File: src/rtl/hbe_pkg.sv
package hbe_pkg;

    localparam int MAX_ORDER_DEF = 6;
    localparam int KEY_BYTES     = 36;
    localparam int KEY_IDX_W     = 6;
    localparam int VALUE_W       = 19;
    localparam int S_TDATA_W     = 8;
    localparam int M_TDATA_W     = 24;
    localparam int CFG_IDX_W     = 3;
    localparam int CFG_DATA_W    = 64;

    // Configuration register indexes
    localparam logic [CFG_IDX_W-1:0] REG_BLOCK_SIZE = 3'd0;
    localparam logic [CFG_IDX_W-1:0] REG_KEY_WORD_0 = 3'd1;
    localparam logic [CFG_IDX_W-1:0] REG_KEY_WORD_1 = 3'd2;
    localparam logic [CFG_IDX_W-1:0] REG_KEY_WORD_2 = 3'd3;
    localparam logic [CFG_IDX_W-1:0] REG_KEY_WORD_3 = 3'd4;
    localparam logic [CFG_IDX_W-1:0] REG_KEY_WORD_4 = 3'd5;

    typedef enum logic [1:0] {
        ST_IDLE,
        ST_MAC,
        ST_PUSH
    } hbe_state_t;

    typedef struct packed {
        logic store;
        logic mac;
        logic push;
    } hbe_cmd_t;

    typedef struct packed {
        logic block_done;
        logic term_last;
        logic col_last;
        logic out_free;
    } hbe_sts_t;

endpackage

File: src/rtl/hbe_ctrl.sv
module hbe_ctrl (
    input  logic              aclk,
    input  logic              aresetn,
    input  logic              s_tvalid,
    output logic              s_tready,
    input  hbe_pkg::hbe_sts_t sts,
    output hbe_pkg::hbe_cmd_t cmd
);

    hbe_pkg::hbe_state_t state_reg;
    hbe_pkg::hbe_state_t state_next;

    always_ff @(posedge aclk) begin
        if (!aresetn) begin
            state_reg <= hbe_pkg::ST_IDLE;
        end else begin
            state_reg <= state_next;
        end
    end

    always_comb begin
        state_next = state_reg;
        case (state_reg)
            hbe_pkg::ST_IDLE: begin
                if (s_tvalid && sts.block_done) begin
                    state_next = hbe_pkg::ST_MAC;
                end
            end
            hbe_pkg::ST_MAC: begin
                if (sts.term_last) begin
                    state_next = hbe_pkg::ST_PUSH;
                end
            end
            hbe_pkg::ST_PUSH: begin
                if (sts.out_free) begin
                    state_next = sts.col_last ? hbe_pkg::ST_IDLE : hbe_pkg::ST_MAC;
                end
            end
            default: state_next = hbe_pkg::ST_IDLE;
        endcase
    end

    always_comb begin
        s_tready  = 1'b0;
        cmd.store = 1'b0;
        cmd.mac   = 1'b0;
        cmd.push  = 1'b0;
        case (state_reg)
            hbe_pkg::ST_IDLE: begin
                s_tready  = 1'b1;
                cmd.store = s_tvalid;
            end
            hbe_pkg::ST_MAC: begin
                cmd.mac = 1'b1;
            end
            hbe_pkg::ST_PUSH: begin
                cmd.push = sts.out_free;
            end
            default: begin
                s_tready = 1'b0;
            end
        endcase
    end

endmodule

File: src/rtl/hbe_dp.sv
module hbe_dp #(
    parameter int MAX_ORDER = hbe_pkg::MAX_ORDER_DEF
) (
    input  logic                            aclk,
    input  logic                            aresetn,
    input  logic                            cfg_we,
    input  logic [hbe_pkg::CFG_IDX_W-1:0]   cfg_index,
    input  logic [hbe_pkg::CFG_DATA_W-1:0]  cfg_wdata,
    input  logic [7:0]                      s_byte,
    input  logic                            s_last,
    input  hbe_pkg::hbe_cmd_t               cmd,
    output hbe_pkg::hbe_sts_t               sts,
    input  logic                            m_ready,
    output logic                            m_valid,
    output logic [hbe_pkg::VALUE_W-1:0]     m_value,
    output logic                            m_last
);

    localparam int ORD_W = $clog2(MAX_ORDER + 1);
    localparam int IDX_W = (MAX_ORDER > 1) ? $clog2(MAX_ORDER) : 1;
    localparam logic [ORD_W-1:0] MAX_N = ORD_W'(MAX_ORDER);
    localparam int KW = hbe_pkg::KEY_IDX_W;
    localparam int VW = hbe_pkg::VALUE_W;

    logic [2:0]  block_size_reg;
    logic [63:0] key_word_0_reg;
    logic [63:0] key_word_1_reg;
    logic [63:0] key_word_2_reg;
    logic [63:0] key_word_3_reg;
    logic [31:0] key_word_4_reg;

    logic [7:0]       blk_buf [MAX_ORDER];
    logic [ORD_W-1:0] fill_reg;
    logic [IDX_W-1:0] i_reg;
    logic [IDX_W-1:0] j_reg;
    logic [KW-1:0]    k_reg;
    logic [VW-1:0]    acc_reg;
    logic             m_valid_reg;
    logic [VW-1:0]    m_value_reg;
    logic             m_last_reg;

    logic [ORD_W-1:0] n_eff;
    logic [IDX_W-1:0] pos;
    logic [ORD_W-1:0] fill_next;
    logic [63:0]      kword;
    logic [7:0]       key_b;
    logic [7:0]       msg_b;
    logic [15:0]      prod;
    logic [VW-1:0]    acc_next;

    // configuration registers
    always_ff @(posedge aclk) begin
        if (!aresetn) begin
            block_size_reg <= 3'd1;
            key_word_0_reg <= '0;
            key_word_1_reg <= '0;
            key_word_2_reg <= '0;
            key_word_3_reg <= '0;
            key_word_4_reg <= '0;
        end else if (cfg_we) begin
            case (cfg_index)
                hbe_pkg::REG_BLOCK_SIZE: block_size_reg <= cfg_wdata[2:0];
                hbe_pkg::REG_KEY_WORD_0: key_word_0_reg <= cfg_wdata;
                hbe_pkg::REG_KEY_WORD_1: key_word_1_reg <= cfg_wdata;
                hbe_pkg::REG_KEY_WORD_2: key_word_2_reg <= cfg_wdata;
                hbe_pkg::REG_KEY_WORD_3: key_word_3_reg <= cfg_wdata;
                hbe_pkg::REG_KEY_WORD_4: key_word_4_reg <= cfg_wdata[31:0];
                default: ;
            endcase
        end
    end

    // effective matrix order, clamped to 1..MAX_ORDER
    always_comb begin
        if (block_size_reg == 3'd0) begin
            n_eff = ORD_W'(1);
        end else if (int'(block_size_reg) > MAX_ORDER) begin
            n_eff = MAX_N;
        end else begin
            n_eff = ORD_W'(block_size_reg);
        end
    end

    // drop a stale partial block if the order was lowered under it
    always_comb begin
        if (fill_reg >= n_eff) begin
            pos = '0;
        end else begin
            pos = fill_reg[IDX_W-1:0];
        end
        fill_next = ORD_W'(pos) + ORD_W'(1);
    end

    always_comb begin
        case (k_reg[KW-1:3])
            3'd0:    kword = key_word_0_reg;
            3'd1:    kword = key_word_1_reg;
            3'd2:    kword = key_word_2_reg;
            3'd3:    kword = key_word_3_reg;
            3'd4:    kword = {32'd0, key_word_4_reg};
            default: kword = '0;
        endcase
        if (int'(k_reg) >= hbe_pkg::KEY_BYTES) begin
            key_b = 8'd0;
        end else begin
            key_b = 8'(kword >> {k_reg[2:0], 3'b000});
        end
        msg_b    = (ORD_W'(i_reg) < fill_reg) ? blk_buf[i_reg] : 8'd0;
        prod     = 16'(msg_b) * 16'(key_b);
        acc_next = acc_reg + VW'(prod);
    end

    assign sts.block_done = (fill_next >= n_eff) || s_last;
    assign sts.term_last  = (ORD_W'(i_reg) == n_eff - ORD_W'(1));
    assign sts.col_last   = (ORD_W'(j_reg) == n_eff - ORD_W'(1));
    assign sts.out_free   = !m_valid_reg || m_ready;

    always_ff @(posedge aclk) begin
        if (cmd.store) begin
            blk_buf[pos] <= s_byte;
        end
    end

    always_ff @(posedge aclk) begin
        if (!aresetn) begin
            fill_reg <= '0;
            i_reg    <= '0;
            j_reg    <= '0;
            k_reg    <= '0;
            acc_reg  <= '0;
        end else if (cmd.store) begin
            fill_reg <= fill_next;
            i_reg    <= '0;
            j_reg    <= '0;
            k_reg    <= '0;
            acc_reg  <= '0;
        end else if (cmd.mac) begin
            acc_reg <= acc_next;
            i_reg   <= i_reg + IDX_W'(1);
            k_reg   <= k_reg + KW'(n_eff);
        end else if (cmd.push) begin
            if (sts.col_last) begin
                fill_reg <= '0;
            end else begin
                j_reg   <= j_reg + IDX_W'(1);
                i_reg   <= '0;
                k_reg   <= KW'(j_reg) + KW'(1);
                acc_reg <= '0;
            end
        end
    end

    always_ff @(posedge aclk) begin
        if (!aresetn) begin
            m_valid_reg <= 1'b0;
        end else if (cmd.push) begin
            m_valid_reg <= 1'b1;
        end else if (m_ready) begin
            m_valid_reg <= 1'b0;
        end
    end

    always_ff @(posedge aclk) begin
        if (cmd.push) begin
            m_value_reg <= acc_reg;
            m_last_reg  <= sts.col_last;
        end
    end

    assign m_valid = m_valid_reg;
    assign m_value = m_value_reg;
    assign m_last  = m_last_reg;

endmodule

File: src/rtl/hill_block_encrypt.sv
// Channel   Dir  tdata                         tlast           tuser
// s_        in   [7:0] message_byte            end_of_message  -
// m_        out  [18:0] cipher_value, 0 pad    block_last      -
// cfg_      in   write port: cfg_index selects the register, cfg_wdata its value
//
// A byte that does not close its block is stored and the input stays ready.
// A closing byte starts the compute for an order-n key: one shared
// 8x8 multiply-accumulate runs n steps per column, then each column sum loads
// the output register once it is free; the input is held off meanwhile.
// The output register parts the sides: a new byte is taken while a result waits.
// aresetn is synchronous; no clearing pass follows it.
module hill_block_encrypt #(
    parameter int MAX_ORDER = hbe_pkg::MAX_ORDER_DEF
) (
    input  logic                            aclk,
    input  logic                            aresetn,
    // configuration write port
    input  logic                            cfg_we,
    input  logic [hbe_pkg::CFG_IDX_W-1:0]   cfg_index,
    input  logic [hbe_pkg::CFG_DATA_W-1:0]  cfg_wdata,
    // plaintext stream
    input  logic                            s_tvalid,
    output logic                            s_tready,
    input  logic [hbe_pkg::S_TDATA_W-1:0]   s_tdata,   // [7:0] message_byte
    input  logic                            s_tlast,
    // cipher stream
    output logic                            m_tvalid,
    input  logic                            m_tready,
    output logic [hbe_pkg::M_TDATA_W-1:0]   m_tdata,   // [18:0] cipher_value
    output logic                            m_tlast
);

    hbe_pkg::hbe_cmd_t cmd;
    hbe_pkg::hbe_sts_t sts;
    logic [hbe_pkg::VALUE_W-1:0] m_value;

    // sequence each block: accept bytes, then step the MAC column by column
    hbe_ctrl u_ctrl (
        .aclk     (aclk),
        .aresetn  (aresetn),
        .s_tvalid (s_tvalid),
        .s_tready (s_tready),
        .sts      (sts),
        .cmd      (cmd)
    );

    // hold key, block buffer, counters, accumulator and output beat
    hbe_dp #(
        .MAX_ORDER (MAX_ORDER)
    ) u_dp (
        .aclk      (aclk),
        .aresetn   (aresetn),
        .cfg_we    (cfg_we),
        .cfg_index (cfg_index),
        .cfg_wdata (cfg_wdata),
        .s_byte    (s_tdata[7:0]),
        .s_last    (s_tlast),
        .cmd       (cmd),
        .sts       (sts),
        .m_ready   (m_tready),
        .m_valid   (m_tvalid),
        .m_value   (m_value),
        .m_last    (m_tlast)
    );

    // pad the value with zeros up to a whole byte
    assign m_tdata = {{(hbe_pkg::M_TDATA_W - hbe_pkg::VALUE_W){1'b0}}, m_value};

endmodule

File: config.mk
export PLATFORM = sky130hd
export DESIGN_NAME = hill_block_encrypt
export DESIGN_NICKNAME = d
export VERILOG_FILES = /design/src/rtl/hbe_pkg.sv /design/src/rtl/hbe_ctrl.sv /design/src/rtl/hbe_dp.sv /design/src/rtl/hill_block_encrypt.sv
export SDC_FILE = /design/constraint.sdc
export NUM_CORES = 1
export LEC_CHECK = 0
export BUFFER_PORTS_ARGS = -buffer_cell sky130_fd_sc_hd__buf_2
export CORE_UTILIZATION = 56
export CTS_CLUSTER_DIAMETER = 30
export DETAILED_ROUTE_END_ITERATION = 10
export GPL_TIMING_DRIVEN = 1
export PLACE_DENSITY = 0.73
export SYNTH_ARGS = -nofsm -noshare
export SYNTH_HDL_FRONTEND = slang
export SYNTH_HIERARCHICAL = 1
export SYNTH_SLANG_ARGS = --single-unit
File: constraint.sdc
create_clock -name aclk -period 5.92 [get_ports aclk]
set_input_delay 0.888 -clock aclk [delete_from_list [all_inputs] [get_ports aclk]]
set_output_delay 0.888 -clock aclk [all_outputs]
set_load 0.005 [all_outputs]
* After elaboration in Yosys (flattened, before gate mapping) *
Memory sizes are Yosys's and may differ from the RTL's. A register that Yosys moved wholly into a read port is not among the register bits.
Index checks and enable logic that the tools add are counted.

cells by class
  add/subtract/negate cells = 7
  $mul = 1
  $lt $le $gt $ge = 5
  eq/ne operators = 18
  shift-type cells = 1
  multiplexer cells = 34
  bitwise operators = 3
  reductions and logical operators = 23

operators by type and width
  kind                                                                    count
  64-bit case mux with 5 select lines                                     1
  64-bit by 6-bit right shift with 8-bit output                           1
  19-bit two-way mux                                                      3
  3-bit two-way mux                                                       12
  19-bit by 16-bit adder with 19-bit output                               1
  6-bit two-way mux                                                       3
  8-bit by 8-bit multiplier with 16-bit output                            1
  8-bit two-way mux                                                       2
  2-bit AND reduction                                                     7
  3-bit by 2-bit equality test with 1-bit output (second input constant)  4
  3-bit by 1-bit adder with 3-bit output (second input constant)          3
  3-bit equality test (second input constant)                             3
  3-bit zero test                                                         3
  1-bit two-way mux                                                       9
  3-bit AND reduction                                                     3
  2-bit nonzero test                                                      4
  6-bit by 3-bit adder with 6-bit output                                  1
  3-bit by 1-bit equality test with 1-bit output (second input constant)  2
  3-bit equality test                                                     2
  3-bit >= comparator                                                     2
  6-bit >= comparator (second input constant)                             1
  2-bit two-way mux                                                       3
  2-bit by 1-bit != test with 1-bit output (second input constant)        3
  2-bit case mux with 3 select lines                                      1
  13 further kinds                                                        17

storage, ports and cells
  flip-flop bits (word level) = 348
  memory bits (writable) = 48
  bits of input ports = 81
  output and inout bits = 27
  logic and storage cells = 108
  memories = 1

memories
  name          depth  bits a word  read ports  clocked after Yosys merged registers in  write ports  line          RTL
  u_dp.blk_buf  6      8            1           1                                        1            hbe_dp.sv:32  logic [7:0] blk_buf [MAX_ORDER];

* Depth between registers and ports, before layout *
  word-level depth = 11
  depth in mapped cells = 24
  mapped depth without buffers = 22

* Cells and area by module *
Netlist, hierarchy kept.

by module, submodules not included
  module              times used  cells an instance  area an instance (µm²)  sequential area each (µm²)
  hbe_dp              1           2257               20424.6                 8628.3
  hbe_ctrl            1           14                 136.4                   40.0
  hill_block_encrypt  1           6                  41.3                    0.0

* Worst setup path after synthesis *
OpenSTA, ideal clock, no wires.

  path kind = reg-to-reg
  from = register u_dp.k_reg[3]
  to = register u_dp.acc_reg[13]
  library setup time = 0.116 ns
  arrival = 5.842 ns
  required time = 5.804 ns
  path slack = -0.039 ns
  cell stages (with the launch flop) = 24
  path buffers = 4
  clock period less this slack = 5.959 ns
  cells stage by stage = dfxtp_1 buf_4 buf_4 buf_6 buf_2 nand2_1 a22oi_2 a21oi_1 a311o_1 or2_1 fa_1 fa_1 inv_1 fa_1 inv_1 fa_1 inv_1 ha_1 a21o_1 a221oi_1 o221ai_1 a21oi_1 mux2i_1 a31o_2

between the ends
  cells in the longest elaborated chain, start to end = 7
  elaborated cells between the ends (all ways) = 12
  those cells by class = 1 x add/sub; 1 x mul; 1 x order compare; 4 x eq/ne; 1 x shift; 3 x mux; 1 x reduce/logical

ends and longest elaborated chain
  what                                            line           RTL
  start: declaration                              hbe_dp.sv:36   logic [KW-1:0] k_reg;
  start signal: assignment                        hbe_dp.sv:140  k_reg <= k_reg + KW'(n_eff);
  start signal: assignment                        hbe_dp.sv:147  k_reg <= KW'(j_reg) + KW'(1);
  3-bit equality test (tied with other cells)     hbe_dp.sv:95   case (k_reg[KW-1:3])
  64-bit case mux with 5 select lines             hbe_dp.sv:95
  64-bit by 6-bit right shift with 8-bit output   hbe_dp.sv:106  key_b = 8'(kword >> {k_reg[2:0], 3'b000});
  8-bit two-way mux *                             hbe_dp.sv:103  if (int'(k_reg) >= hbe_pkg::KEY_BYTES) begin
  8-bit by 8-bit multiplier with 16-bit output *  hbe_dp.sv:109  prod = 16'(msg_b) * 16'(key_b);
  19-bit by 16-bit adder with 19-bit output *     hbe_dp.sv:110  acc_next = acc_reg + VW'(prod);
  19-bit two-way mux *                            hbe_dp.sv:137  end else if (cmd.mac) begin
  end signal: assignment                          hbe_dp.sv:138  acc_reg <= acc_next;
  end: declaration                                hbe_dp.sv:37   logic [VW-1:0] acc_reg;

Every way passes the cells marked *; elsewhere a longest branch is shown, timed or not.
A chain may end at the register's enable or synchronous reset.

* Worst setup path after layout *
  from = register u_dp.k_reg[4]
  to = register u_dp.acc_reg[18]

The elaborated chain is that of the path after synthesis.

==> impl_metrics.env <==
export IMPL_grt_pass1_wl_um=96300
export IMPL_grt_total_usage_pct=32.5
export IMPL_firstDrtPassIters=11
export IMPL_dr_first_iter_drc_count=1550
export IMPL_clock_path_buffers=3
export IMPL_clkLatencyLatePin_ns=0.61
export IMPL_top_layer_used="met5"
export IMPL_ys_ff_latch=399
export IMPL_synthCells=2277
export IMPL_hpwl_um=38700
export IMPL_max_cap_violations=0
export IMPL_wl_met3_um=4860
export IMPL_yosysTopAreaCell="dfxtp_1"
export IMPL_initial_utilization_pct=57.4
export IMPL_drcViolationCount=0
export IMPL_grt_max_degree=164
export IMPL_fill_cells=2568
export IMPL_tns_ns=-0.135
export IMPL_crit_path_end_kind="flop"
export IMPL_grt_antenna_before_repair=4
export IMPL_vdd_drop_max_mv=0.295
export IMPL_drive_gt1_share_pct=23.5
export IMPL_wl_um=62000
export IMPL_cts_made_buffers=86
export IMPL_grt_pass1_vias=17900
export IMPL_synth_common_cells="632 x nand2_1, 331 x dfxtp_1, 294 x a21boi_0, 113 x clkbuf_1, 113 x inv_1"
export IMPL_r2r_slack_ns=-0.07
export IMPL_multi_input_area_mm2=0.0114
export IMPL_fin_crit_sh_pct=101
export IMPL_fp_row_count=69
export IMPL_io_pins=108
export IMPL_synth_edf_count=68
export IMPL_final_hold_viol_count=0
export IMPL_htree_levels=3
export IMPL_worst_slack_ns=-0.0679
export IMPL_die_x_um=194
export IMPL_yosys_warnings=6
export IMPL_die_area_mm2=0.0376
export IMPL_met1_length_um=26300
export IMPL_drv_slew=0
export IMPL_portBuffers=102
export IMPL_hold_depth=2
export IMPL_run_status="finished with violations"
export IMPL_post_place_ws_ns=-0.338
export IMPL_synthFlopType="dfxtp_1"
export IMPL_syn_area_mm2=0.0206
export IMPL_cts_root_buf="clkbuf_16"
export IMPL_seqCellArea_mm2=0.00868
export IMPL_worstReg2RegStart="u_dp/k_reg[4]$_SDFFE_PP0P_"
export IMPL_synth_most_common_cell="nand2_1"
export IMPL_violations="setup timing"
export IMPL_syn_to_final_growth_pct=27.6
export IMPL_cp_required_ns=6.39
export IMPL_finalCriticalPeriod_ns=5.99
export IMPL_r2r_cells=23
export IMPL_yosysTopAreaCellShare_pct=32.2
export IMPL_core_area_mm2=0.0359
export IMPL_async_flop_share_pct=0
export IMPL_gp_congestion=0.935
export IMPL_min_path_type="flop to flop"
export IMPL_hold_start="u_dp/key_word_1_reg[26]$_SDFFE_PN0P_"
export IMPL_grt_overflow=0
export IMPL_arrival_ns=6.46
export IMPL_num_vias=17700
export IMPL_cts_tree="done"
export IMPL_final_antenna_net_count=0
export IMPL_avgSynthCellArea_um2=9.05
export IMPL_yosysUniqueCellTypes=85
export IMPL_cts_hold_buffers=0
export IMPL_slew_limit_headroom_pct=20.7
export IMPL_p_per_area_mw_per_mm2=318
export IMPL_clock_fmax_mhz=167
export IMPL_path_class="flop to flop"
export IMPL_synthTopCellsByArea="dfxtp_1 32%, nand2_1 12%, a21boi_0 11%, edfxtp_1 9.9%, fa_1 5.0%"
export IMPL_cts_sinks=399
export IMPL_worstSetupStartpointType="flop"
export IMPL_vias_per_cell=5.82
export IMPL_holdPathEnd="u_dp/key_word_1_reg[26]$_SDFFE_PN0P_"
export IMPL_power_leakage_nw=9.88
export IMPL_fin_skew_ns=0.0289
export IMPL_cts_clk_slew_worst_paths_ns=0.05
export IMPL_worst_pin_slew_ns=1.19
export IMPL_rsz0062_at_grt="yes"
export IMPL_nets=2690
export IMPL_wl_met2_um=28900
export IMPL_synth_seq_area_share_pct=42.1
export IMPL_setup_viol=3
export IMPL_avgRoutedWirePerCell_um=20.4
export IMPL_crit_path_max_fanout=8
export IMPL_worstReg2RegEnd="u_dp/acc_reg[18]$_SDFFE_PP0P_"
export IMPL_die_y_um=194
==> layout make-up <==
cell class	count	share of cell area, %
timing repair buffer	290	8.75
clock inverter	47	2.17
inverter	114	1.63
multi-input combinational	1611	43.2
tap	461	2.19
clock buffer	110	9.07
sequential	399	33.0
antenna	2	0.0190
==> worst max-delay path: stages (launching register included) <==
cell	delay, ns
dfxtp_4	0.40
buf_12	0.17
buf_4	0.14
nor3b_4	0.16
buf_4	0.14
buf_4	0.12
o2bb2ai_1	0.11
o21ai_1	0.10
a21oi_2	0.24
o22ai_2	0.15
or2_4	0.26
fa_1	0.51
fa_1	0.54
inv_2	0.04
fa_1	0.54
inv_2	0.04
fa_1	0.56
inv_2	0.06
ha_4	0.30
nand4_1	0.16
a2111o_1	0.49
a311oi_2	0.32
o21ai_1	0.10
and4b_1	0.20
==> how the worst max path moves through the flow <==
stage / startpoint / endpoint / slack, ns
final: u_dp/k_reg[4]$_SDFFE_PP0P_ / u_dp/acc_reg[18]$_SDFFE_PP0P_ / -0.07
after floorplan: u_dp/k_reg[3]$_SDFFE_PP0P_ / u_dp/acc_reg[18]$_SDFFE_PP0P_ / 0.06
after global routing: u_dp/k_reg[3]$_SDFFE_PP0P_ / u_dp/acc_reg[18]$_SDFFE_PP0P_ / -0.24
after global placement: u_dp/k_reg[3]$_SDFFE_PP0P_ / u_dp/acc_reg[18]$_SDFFE_PP0P_ / -0.48
after CTS: u_dp/k_reg[3]$_SDFFE_PP0P_ / u_dp/acc_reg[15]$_SDFFE_PP0P_ / 0.006
after detailed placement: u_dp/k_reg[4]$_SDFFE_PP0P_ / u_dp/acc_reg[18]$_SDFFE_PP0P_ / -0.34
==> placed cells by master (no fill, tap or decap), types with 51 or more instances in the layout <==
cell type / netlist / layout
edfxtp_1: 68 / 68
clkbuf_16: 0 / 91
a21boi_0: 294 / 293
buf_4: 15 / 149
nor2_1: 83 / 75
buf_2: 19 / 101
dfxtp_1: 331 / 327
inv_1: 113 / 109
ha_1: 56 / 51
nand2_1: 632 / 631
==> metrics by stage <==
stage          hold slack [ns]  area (µm²)  instances  util, %  total power, mW
4_1_cts                  0.464       25700       3005     71.6             8.38
5_1_grt                  0.483       26300       3033     73.2             8.62
3_5_place_dp             0.454       22400       2839     62.3             3.52
3_3_place_gp             0.448       22400       2839     62.3             3.50
6_report                 0.462       26300       3034     73.2             8.37
2_1_floorplan            0.425       20600       2281        -             3.26
==> routing by layer <==
metal	GRT usage [%]	up-vias
met4	15.3	4
met1	42.4	8553
met3	6.09	159
met5	0	-
met2	52.4	712
li1	-	8225
==> cells by family (layout without fill, tap and decap cells) <==
logic type,Yosys count,count (layout),synth area share (%)
and+or+nand+nor,848,848,17.1
adders and majority gates,107,107,8.36
DFF,399,399,42.1
AOI/OAI and AO/OA,526,526,18.9
muxes,104,104,7.01
buffers and inverters,271,561,5.55
xor gates and xnor gates,21,21,0.960
other,1,7,0.0182
==> timing repair <==
item                                    in CTS  in global routing
endpoints found under the setup margin      10                 10
setup buffers                                7                 25
pin swaps                                   29                 47
gates resized for setup                     58                 78
gates cloned                                 2                  2
==> where the power goes <==
part	switching, mW	internal [mW]	total (mW)
registers	0.0346	2.83	2.87
clock network	1.54	3.31	4.85
logic	0.390	0.269	0.659
Power figures use the tool's default switching activity.
